`config.mk`:
```
export PLATFORM = sky130hd
export DESIGN_NAME = bb3_mean_stage
export DESIGN_NICKNAME = d
export VERILOG_FILES = /design/src/hdl/bb3_pkg.sv /design/src/hdl/bb3_mean_stage.sv
export SDC_FILE = /design/constraint.sdc
export NUM_CORES = 1
export LEC_CHECK = 0
export BUFFER_PORTS_ARGS = -buffer_cell sky130_fd_sc_hd__buf_2
export CORE_MARGIN = 8
export CORE_UTILIZATION = 28
export CTS_CLUSTER_DIAMETER = 50
export DETAILED_ROUTE_END_ITERATION = 10
export GPL_ROUTABILITY_DRIVEN = 0
export PLACE_DENSITY = 0.5
export SYNTH_ARGS = -nofsm -noshare
export SYNTH_HDL_FRONTEND = slang
export SYNTH_SLANG_ARGS = --single-unit
export TNS_END_PERCENT = 30
```
`constraint.sdc`:
```
create_clock -name i_clk -period 9.5 [get_ports i_clk]
set_clock_uncertainty 0.15 [all_clocks]
set_input_delay 0.95 -clock i_clk [delete_from_list [all_inputs] [get_ports i_clk]]
set_output_delay 0.95 -clock i_clk [all_outputs]
set_load 0.005 [all_outputs]
```
`src/hdl/bb3_pkg.sv`:
```
`default_nettype none

package bb3_pkg;

    // Default line store depth (pixels per row)
    localparam int MAX_WIDTH_DEF = 1024;

    // Configuration register widths and reset values
    localparam int WIDTH_W      = 11;
    localparam int HEIGHT_W     = 16;
    localparam int CFG_DATA_W   = 16;
    localparam int CFG_IDX_W    = 1;
    localparam int WIDTH_RESET  = 640;
    localparam int HEIGHT_RESET = 480;

    // Configuration register indexes
    localparam logic [CFG_IDX_W-1:0] CFG_IMAGE_WIDTH  = 1'b0;
    localparam logic [CFG_IDX_W-1:0] CFG_IMAGE_HEIGHT = 1'b1;

    // Request modes
    localparam logic MODE_PIXEL = 1'b0;
    localparam logic MODE_FLUSH = 1'b1;

    // Divide by 9: floor(s / 9) == (s * 3641) >> 15 for every 3x3 sum of bytes
    localparam int SUM_W       = 12;
    localparam int PROD_W      = 24;
    localparam int RECIP_SHIFT = 15;
    localparam logic [SUM_W-1:0] RECIP_9 = 12'd3641;

    typedef struct packed {
        logic [7:0] red;
        logic [7:0] green;
        logic [7:0] blue;
    } t_pixel;

    typedef struct packed {
        logic [SUM_W-1:0] sum_red;
        logic [SUM_W-1:0] sum_green;
        logic [SUM_W-1:0] sum_blue;
    } t_sum;

    // Input request
    typedef struct packed {
        logic       mode;
        logic [7:0] in_red;
        logic [7:0] in_green;
        logic [7:0] in_blue;
    } t_in_req;

    // Output request
    typedef struct packed {
        logic [7:0] out_red;
        logic [7:0] out_green;
        logic [7:0] out_blue;
        logic       frame_end;
    } t_out_req;

    // Window stage to averaging stage
    typedef struct packed {
        logic   interior;
        t_sum   sums;
        t_pixel pass_pix;
        logic   frame_end;
    } t_mean_req;

    function automatic logic [7:0] div9(input logic [SUM_W-1:0] s);
        logic [PROD_W-1:0] p;
        p = PROD_W'(s) * PROD_W'(RECIP_9);
        return p[RECIP_SHIFT +: 8];
    endfunction

endpackage

`default_nettype wire

```
`src/hdl/bb3_mean_stage.sv`:
```
`default_nettype none

module bb3_mean_stage (
    input  wire                i_clk,
    input  wire                i_rst_n,
    input  wire                i_valid,
    output logic               o_ready,
    input  bb3_pkg::t_mean_req i_mean,
    output logic               o_valid,
    input  wire                i_stall,
    output bb3_pkg::t_out_req  o_data
);

    logic               r_s2_valid;
    bb3_pkg::t_mean_req r_s2;
    logic               r_o_valid;
    bb3_pkg::t_out_req  r_o;
    bb3_pkg::t_out_req  n_o;
    logic               out_free;

    // Output slot frees when empty or taken this cycle
    assign out_free = !r_o_valid || !i_stall;
    assign o_ready  = !r_s2_valid || out_free;

    // Mean per channel, or the passed-through pixel
    always_comb begin
        if (r_s2.interior) begin
            n_o.out_red   = bb3_pkg::div9(r_s2.sums.sum_red);
            n_o.out_green = bb3_pkg::div9(r_s2.sums.sum_green);
            n_o.out_blue  = bb3_pkg::div9(r_s2.sums.sum_blue);
        end else begin
            n_o.out_red   = r_s2.pass_pix.red;
            n_o.out_green = r_s2.pass_pix.green;
            n_o.out_blue  = r_s2.pass_pix.blue;
        end
        n_o.frame_end = r_s2.frame_end;
    end

    // Valid flags
    always_ff @(posedge i_clk) begin
        if (!i_rst_n) begin
            r_s2_valid <= 1'b0;
            r_o_valid  <= 1'b0;
        end else begin
            if (o_ready) begin
                r_s2_valid <= i_valid;
            end
            if (out_free) begin
                r_o_valid <= r_s2_valid;
            end
        end
    end

    // Payload
    always_ff @(posedge i_clk) begin
        if (o_ready && i_valid) begin
            r_s2 <= i_mean;
        end
        if (out_free && r_s2_valid) begin
            r_o <= n_o;
        end
    end

    assign o_valid = r_o_valid;
    assign o_data  = r_o;

endmodule

`default_nettype wire

```
==> results.tsv, run 1 <==
metric	value	unit
status	finished clean	
timing.final.ws_setup	4296	ps
seqPwrFrac	18.8	%
postSynthAreaPerCell	11.23	um2
met1_usage	16.10	%
avgRoutedWirePerCell	15.80	um
ys.flop_type	edfxtp_1	
synth.area.top_cells	edfxtp_1, ha_1, fa_1	
cts_hold_buf	0	
clkSinkCount	89	
core	32620	um2
fin_area	10600	um2
synth_seq_cells	89	
io_pins	93	
grt_pass1_vias	6668	
drt-initial-drc-count	211	
met3_usage	2.699	%
dieArea	39260	um2
cp_max_fo	4	
p_sw_share	46.66	%
grt_setup_unrepaired	no	
max-cap-violations	0	
place_inst	1356	
dieHeight	198.2	um
routed_wl	21680	um
place_area	10310	um2
peakVddDrop	0.1089	mV
fin_hold_ws	273.1	ps
synth_top_area_share	28.12	%
h-tree-depth	3	
finalPower	2.804	mW
slowest_stage	nor4_1	
cts_buffers	9	
final_layout_size_suffix_gt1_share	13.33	%
cts_buffer_depth	2	
die_w	198.2	um
final_nets	1277	
drc	0	
cts_tree	done	
synth.most_common_cell	ha_1	
cp_num_buf_inv	6	
crit_top_cell	inv_1	
dp_hpwl	18130	um
synth_edf_count	87	
setup_violations	0	
use_met2	18.48	%
cp-end-kind	flip-flop	
syn_to_final_growth	14.10	%
clockRootBuffer	clkbuf_16	
clkPwrFrac	13.6	%
max_freq	192.2	MHz
antenna_found_initial	1	
ys_seq_area_share	28.55	%
insertion_delay	380	ps
netlist_area	9290	um2
hp-class	flip-flop to flip-flop	
critical-path-max-stage-delay	590	ps
leakage	5.262	nW
synthTopCellsByCount	ha_1, inv_1, edfxtp_1, fa_1, nand2_1	
start_util	28.48	%
yosysWarnings	0	
path_cells	inv_1, fa_1, inv_1, ha_1, inv_1, fa_1, inv_1, fa_1, inv_1, fa_1, inv_1, ha_1, a21o_1, nor4_1, nor3_1, a21o_1, a221o_1	
grt_max_degree	41	
synthArstFlopShare	0	%
period_needed	5204	ps
postCtsSetupBuffers	0	
drv_slew	0	
finalSetupTns	0	ps
period_share	54.78	%
fp-row-count	66	
p_comb_share	67.6	%
p_int	1.496	mW
synthCells	827	
netSwitchingPower	1.308	mW
cts_resized	0	
io_buffers	92	
critical_path_arrival	5190	ps
route.detailed.vias_per_inst	4.446	
criticalPathCategory	flip-flop to flip-flop	
synth_top_area_cell	edfxtp_1	
cpLargestDelayFamily	adder cells	
p_per_area	264.5	nW/um2
grt_overflow	0	
required	9480	ps
post-route-util	32.50	%
relSlewSlack	32.41	%
hold_violations	0	
n_antenna_cell	0	
stdcell_count	1372	
top_usage_layer	met2	
grt_pass1_wl	35850	um
synth_nets	1179	
dp_slack	4288	ps
clk_pin_slew	80	ps
ys_types	53	
drt_first_pass_iters	6	
cp-start-kind	flip-flop	
worst_pin_slew	1011	ps
grt_util_all_layers	11.87	%
vias	6100	
postRouteAntennaNets	0	
-- layer usage --
metal | vias up | routed length [um]
met5 | - | 13
met4 | 2 | 365
met3 | 21 | 988
met2 | 96 | 9586
met1 | 2922 | 10720
li1 | 3059 | -
-- path summary, 6_finish.rpt --
check | start | to | slack, ps | cells past startpoint
min reg2reg | n_o[0] | o_data[0] | 270 | 0
min | n_o[0] | o_data[0] | 270 | 0
max reg2reg | r_s2[52] | o_data[23] | 4300 | 17
max | r_s2[52] | o_data[23] | 4300 | 17
-- final cells by class --
type	count	area, um2
fillers	3377	22020
multi-input cells	557	5972
flip-flops and latches	89	2653
inverters	174	653.1
well taps	442	553.0
repair buffers	94	475.5
clock buffers	9	225.2
clock inverters	7	68.82
-- registers in the layout, summed over array words and instances (netlist names) --
| register | flops |
|---|---|
| n_o | 1 |
| o_data | 25 |
| o_valid | 1 |
| r_s2 | 61 |
| r_s2_valid | 1 |
-- power by group through the flow --
stage | sequential, mW | combinational (mW) | clock, mW
floorplan | 0.532 | 1.43 | 0
global placement | 0.538 | 1.92 | 0
detailed placement | 0.537 | 1.92 | 0
CTS | 0.530 | 1.93 | 0.405
global route | 0.534 | 2.21 | 0.414
finish | 0.528 | 1.89 | 0.382
-- cell usage in the layout (no fill, tap or decap), types with 3 or more instances in the layout --
cell type,synthesis,layout
inv_1,174,174
nor4_1,3,3
a21oi_1,32,32
o31ai_1,4,4
clkbuf_16,0,9
and2_1,5,4
xor2_1,13,13
xnor2_1,10,10
o21ai_1,4,4
a31oi_1,6,6
buf_2,0,92
o21a_1,4,4
or3_1,3,3
o311ai_1,5,5
a21o_1,19,19
nand4_1,11,11
o21bai_1,4,4
mux2_2,6,6
nor2b_1,3,3
nor3_1,9,9
o211ai_1,8,8
ha_1,199,199
fa_1,87,87
nand2_1,33,33
nand3_1,20,20
edfxtp_1,87,87
inv_8,0,3
nor2_1,21,21
o21ai_0,13,13
-- kinds of logic (layout without fill, tap and decap cells) --
kind of cell	count (synthesis)	count (layout)	share of synthesized area, %
muxes	7	7	0.8350
DFF	89	89	28.55
and+or+nand+nor	115	115	5.994
buffers and inverters	181	284	7.313
AOI/OAI and AO/OA	125	125	9.347
adders and majority gates	286	286	45.55
xor gates and xnor gates	24	24	2.411
-- worst reg2reg max path, delay by kind of cell (launching register included) --
family | cells | cell delay (ps)
flops | 1 | 410
fa+ha+maj | 6 | 2560
simple gates | 2 | 810
compound gates | 3 | 670
buf+inv | 6 | 380
No activity file was read; power rests on OpenSTA's default activity.
==> run 2, diff against run 1 <==
PLACE_DENSITY = 0.51   (was 0.5)
clock period = 4.2 ns   (was 9.5 ns; I/O delays follow)
==> run 2 against run 1 <==
The run now ends with setup timing left. Largest cell class unchanged. Critical path depth up 1. Via count is 9.3% higher. Largest power group unchanged. Wire length increased by 4.5%. Critical path type unchanged. Global-route usage increased by 0.42 points. Worst hold slack worse by 210 ps. Flip-flop and latch count unchanged. Non-clock buffer count increased by 159. Critical endpoint is now o_data[16]. Clock power grew 130%. Sequential share of layout area down 3.3 points. Total power grew to 2.8 times the previous value. Combinational power increased to 3.1 times the previous value.
==> results.tsv, run 2 (synthesis gave the netlist of run 1 again) <==
metric	value	unit	change
status	finished, violations left		
failed_checks	setup timing		
dieArea	39260	um2	unchanged
post-route-util	37.38	%	+4.9 points
grt_util_all_layers	12.28	%	+0.42 points
cp_max_fo	5		+1
io_buffers	92		unchanged
dieHeight	198.2	um	unchanged
cp-start-kind	flip-flop		
drt-initial-drc-count	235		+11%
grt_pass1_vias	7226		+8.4%
relSlewSlack	35.28	%	+2.9 points
cp-end-kind	flip-flop		
largest_reg_flops	61		unchanged
criticalPathCategory	flip-flop to flip-flop		
hold_start	i_mean[16]		
fillers	3236		-4.2%
cts_buffer_depth	2		unchanged
clk_pin_slew	80	ps	about the same
postRouteAntennaNets	0		unchanged
max_freq	212.1	MHz	+10%
insertion_delay	370	ps	about the same
clockRootBuffer	clkbuf_16		
final_nets	1436		+12%
required	4190	ps	-5290 ps
period_share	112.2	%	+57 points
grt_overflow	0		unchanged
crit_top_cell	fa_1		
die_w	198.2	um	unchanged
vias	6670		+9.3%
grt_pass1_wl	37450	um	+4.5%
drt_first_pass_iters	4		-2
clkSinkCount	89		unchanged
grt_setup_unrepaired	yes		
top_register	r_s2		
whs_path_depth	1		+1
final_layout_size_suffix_gt1_share	32.23	%	+19 points
fp-row-count	66		unchanged
cts_buffers	9		unchanged
critical-path-max-stage-delay	540	ps	-50 ps
slowest_stage	fa_2		
grt_max_degree	63		+54%
finalPower	7.940	mW	+180%
antenna_found_initial	1		unchanged
leakage	6.083	nW	+16%
period_needed	4714	ps	-490.4 ps
dp_hpwl	18560	um	+2.3%
dp_slack	-690.4	ps	-4978 ps
io_pins	93		unchanged
final_common_cell	ha_1		
r2r_start	r_s2[39]		
setup_violations	24		+24
layout_common_cells	ha_1, buf_4, inv_1		
p_per_area	651.2	nW/um2	+150%
cts_tree	done		
timing.final.ws_setup	-513.7	ps	-4810 ps
peakVddDrop	0.2756	mV	+150%
avgRoutedWirePerCell	14.79	um	-6.4%
reg2reg_depth	18		+1
r2r_slack	-510	ps	-4810 ps
syn_to_final_growth	31.25	%	
hp-class	input port to flip-flop		
worst_pin_slew	968.4	ps	-42.98 ps
drv_slew	0		unchanged
drc	0		unchanged
finalSetupTns	-8666	ps	-8666 ps
n_antenna_cell	0		unchanged
hold_violations	0		unchanged
route.detailed.vias_per_inst	4.357		-2.0%
critical_path_arrival	4710	ps	-480 ps
worst_hold_path.endpoint	r_s2[16]		
rr_endpoint	o_data[16]		
core	32620	um2	unchanged
max-cap-violations	0		unchanged
cts_hold_buf	0		unchanged
h-tree-depth	3		unchanged
start_util	28.48	%	unchanged
routed_wl	22650	um	+4.5%
path_cells	buf_6, fa_2, ha_4, inv_1, fa_1, inv_2, fa_1, inv_1, fa_1, inv_2, ha_4, nand2_4, nor3_4, a221oi_4, buf_6, o211ai_1, mux2i_1, a211o_1		
[run 2: cell types whose count changed in the layout (fill, tap and decap cells not counted), sizes merged]
cell      previous run  this run
inv                179       176
buf                 94       253
clkbuf               9        10
clkinvlp             0         1
bufinv               0         1
[run 2: final cells by class]
class	instances	area, um2	area share, %
Multi-Input combinational cell	557	6346	52.05
Sequential cell	89	2653	21.75
Timing Repair Buffer	253	1684	13.81
Inverter	174	653.1	5.357
Tap cell	442	553.0	4.536
Clock buffer	10	239.0	1.960
Clock inverter	6	65.06	0.5336
[run 2: worst max path at each step]
stage | to | from | cells past startpoint
after floorplan | o_data[9] | r_s2[38] | 18
after global placement | o_data[8] | r_s2[34] | 17
after detailed placement | o_data[8] | r_s2[34] | 17
after CTS | o_data[9] | r_s2[39] | 18
after global routing | o_data[16] | r_s2[38] | 19
final | o_data[16] | r_s2[39] | 18
[run 2: worst max-delay path, delay by kind of cell, from the launching register on]
kind                     cells  cell delay (ps)
adder cells (fa/ha/maj)      6             2480
AND/OR/NAND/NOR              2              280
multiplexers                 1              110
buffers and inverters        6              500
AO/OA/AOI/OAI                3              530
flip-flops                   1              420
[run 2: through the flow]
stage | cell area, um2 | cells | hold WS (ps)
2_1_floorplan | 9400 | 827 | 250.3
3_3_place_gp | 11530 | 1505 | 252.9
3_5_place_dp | 11530 | 1505 | 255.6
4_1_cts | 12130 | 1528 | 31.21
5_1_grt | 12190 | 1531 | 39.41
6_report | 12190 | 1531 | 58.64
[run 2: repair_timing]
item / in CTS / in global routing
pin swaps: 44 / 18
hold endpoints to repair: 0 / 0
setup endpoints to repair: 24 / 24
gates resized for setup: 53 / 11
setup buffers: 8 / 3
[run 2: per-layer routing]
metal  part of all wire (%)  GRT usage, %  vias to the layer above
li1                       -             -                     3372
met1                     49         16.44                     3204
met2                     46         19.71                       76
met3                    3.3         2.564                       16
met4                    1.5         3.623                        2
met5                  0.057             0                        -
[run 2: power breakdown]
group / internal [mW] / switching (mW)
sequential: 1.14 / 0.0486
combinational: 2.90 / 2.97
clock: 0.481 / 0.403
==> run 3, diff against run 2 <==
BUFFER_PORTS_ARGS = -buffer_cell sky130_fd_sc_hd__clkbuf_2   (was -buffer_cell sky130_fd_sc_hd__buf_2)
==> run 3 against run 2 <==
The flow still finishes with violations (setup timing). Clock power increased by 12%. Combinational power increased by 3.9%. Global-route usage down 0.062 points. Critical path type unchanged. Critical endpoint is now o_data[10].
==> results.tsv, run 3 (synthesis gave the netlist of run 1 again) <==
metric	value	unit	change
peakVddDrop	0.2759	mV	about the same
worst_hold_path.endpoint	r_s2[16]		
post-route-util	38.00	%	+0.62 points
fin_hold_ws	65.40	ps	+6.758 ps
setup_violations	24		unchanged
core	32620	um2	unchanged
clkSinkCount	89		unchanged
cpLargestDelayFamily	adder cells		
clockRootBuffer	clkbuf_16		
drc	0		unchanged
drv_slew	0		unchanged
leakage	6.174	nW	+1.5%
multi_input_area	6446	um2	+1.6%
r2r_slack	-560	ps	-50 ps
required	4190	ps	about the same
relSlewSlack	34.08	%	-1.2 points
place_area	11540	um2	about the same
grt_overflow	0		unchanged
insertion_delay	370	ps	about the same
p_per_area	668.1	nW/um2	+2.6%
finalSetupTns	-10090	ps	-1422 ps
drt-initial-drc-count	224		-4.7%
path_cells	buf_6, fa_2, ha_4, inv_1, fa_1, inv_1, fa_1, inv_2, fa_1, inv_2, ha_4, buf_4, a221oi_4, buf_6, buf_4, o21ai_2, xor2_1, mux2_2		
reg2reg_depth	18		unchanged
worst_pin_slew	986.3	ps	+17.94 ps
start_util	28.48	%	unchanged
place_inst	1506		+0.066%
cts_buffers	9		unchanged
die_w	198.2	um	unchanged
critical_path_arrival	4750	ps	+40 ps
dp_slack	-664.5	ps	+25.82 ps
cp_max_fo	4		-1
route.detailed.vias_per_inst	4.322		-0.80%
timing.final.ws_setup	-560.1	ps	-46.38 ps
avgRoutedWirePerCell	14.73	um	-0.45%
final_common_cell	ha_1		
h-tree-depth	3		unchanged
cp-end-kind	flip-flop		
grt_pass1_vias	7311		+1.2%
cp-start-kind	flip-flop		
dieHeight	198.2	um	unchanged
period_needed	4760	ps	+46.38 ps
critical-path-max-stage-delay	550	ps	about the same
postRouteAntennaNets	0		unchanged
dp_hpwl	18600	um	+0.21%
dieArea	39260	um2	unchanged
whs_path_depth	1		unchanged
p_comb_share	73.7	%	-0.2 points
syn_to_final_growth	33.43	%	
failed_checks	setup timing		
io_buffers	92		unchanged
r2r_start	r_s2[38]		
fillers	3245		+0.28%
p_sw_share	42.56	%	-0.54 points
grt_util_all_layers	12.22	%	-0.062 points
crit_top_cell	fa_1		
p_int	4.757	mW	+5.3%
routed_wl	22670	um	about the same
grt_max_degree	63		unchanged
finalPower	8.282	mW	+4.3%
cp_num_buf_inv	8		+2
fp-row-count	66		unchanged
io_pins	93		unchanged
period_share	113.3	%	+1.1 points
drt_first_pass_iters	4		unchanged
n_antenna_cell	0		unchanged
stdcell_count	1539		+0.52%
final_nets	1444		+0.56%
fin_area	12400	um2	+1.7%
clkPwrFrac	12.0	%	+0.9 points
layout_common_cells	ha_1, buf_4, inv_1		
cts_buffer_depth	2		unchanged
largest_reg_flops	61		unchanged
status	finished, violations left		
grt_setup_unrepaired	yes		
cts_tree	done		
grt_pass1_wl	37270	um	-0.48%
criticalPathCategory	flip-flop to flip-flop		
max-cap-violations	0		unchanged
antenna_found_initial	0		-1
top_register	r_s2		
register_area	2653	um2	unchanged
netSwitchingPower	3.525	mW	+3.0%
slowest_stage	fa_2		
hp-class	input port to flip-flop		
max_freq	210.1	MHz	-0.97%
clk_pin_slew	80	ps	about the same
rr_endpoint	o_data[10]		
final_layout_size_suffix_gt1_share	33.18	%	+0.95 points
seqPwrFrac	14.3	%	-0.7 points
hold_start	i_mean[16]		
vias	6651		-0.28%
hold_violations	0		unchanged
## run 3: cell types whose count changed in the layout (fill, tap and decap cells not counted), moves of 3 or more
cell	previous run	this run
buf_4	157	166
buf_2	92	0
clkbuf_2	0	92
ha_1	183	180
ha_4	15	19
## run 3: what timing repair did
action | CTS | global route
buffers inserted | 12 | 5
hold buffers | 0 | 0
hold endpoints to repair | 0 | 0
pin swaps | 36 | 22
gates resized for setup | 41 | 32
setup endpoints to repair | 24 | 24
## run 3: how the worst max path moves through the flow
stage / start / endpoint / slack (ps) / depth (start not counted)
2_1_floorplan: r_s2[38] / o_data[9] / -430 / 18
4_1_cts: r_s2[33] / o_data[8] / -520 / 18
5_1_grt: r_s2[30] / o_data[8] / -710 / 16
6_report: r_s2[38] / o_data[10] / -560 / 18
3_3_place_gp: r_s2[34] / o_data[8] / -660 / 17
3_5_place_dp: r_s2[34] / o_data[8] / -660 / 17
## run 3: power groups by stage
stage | logic [mW] | registers (mW) | clock network (mW)
final | 6.10 | 1.19 | 0.994
after global routing | 6.88 | 1.20 | 1.07
after CTS | 5.90 | 1.19 | 1.05
after detailed placement | 5.46 | 1.21 | 0
after global placement | 5.42 | 1.21 | 0
after floorplan | 3.49 | 1.20 | 0
## run 3: metal layers
layer / vias to the layer above / track usage (%) / wire, um
met4: 0 / 3.955 / 386
met5: - / 0 / 0
met1: 3168 / 16.45 / 11190
li1: 3384 / - / -
met2: 80 / 19.54 / 10410
met3: 19 / 2.292 / 680
## run 3: area by class of cell
class                      instances  share of cell area [%]
sequential                        89                   21.40
clock inverter                     7                   1.009
clock buffer                       9                   1.817
inverter                         174                   5.269
tap                              442                   4.462
multi-input combinational        557                   52.00
timing repair buffer             261                   14.04
## run 3: worst register-to-register path, cell delays in order, from the launching register on
cell	delay, ps
edfxtp_1	410
buf_6	140
fa_2	550
ha_4	140
inv_1	50
fa_1	530
inv_1	50
fa_1	490
inv_2	40
fa_1	490
inv_2	40
ha_4	220
buf_4	140
a221oi_4	330
buf_6	180
buf_4	110
o21ai_2	50
xor2_1	170
mux2_2	260
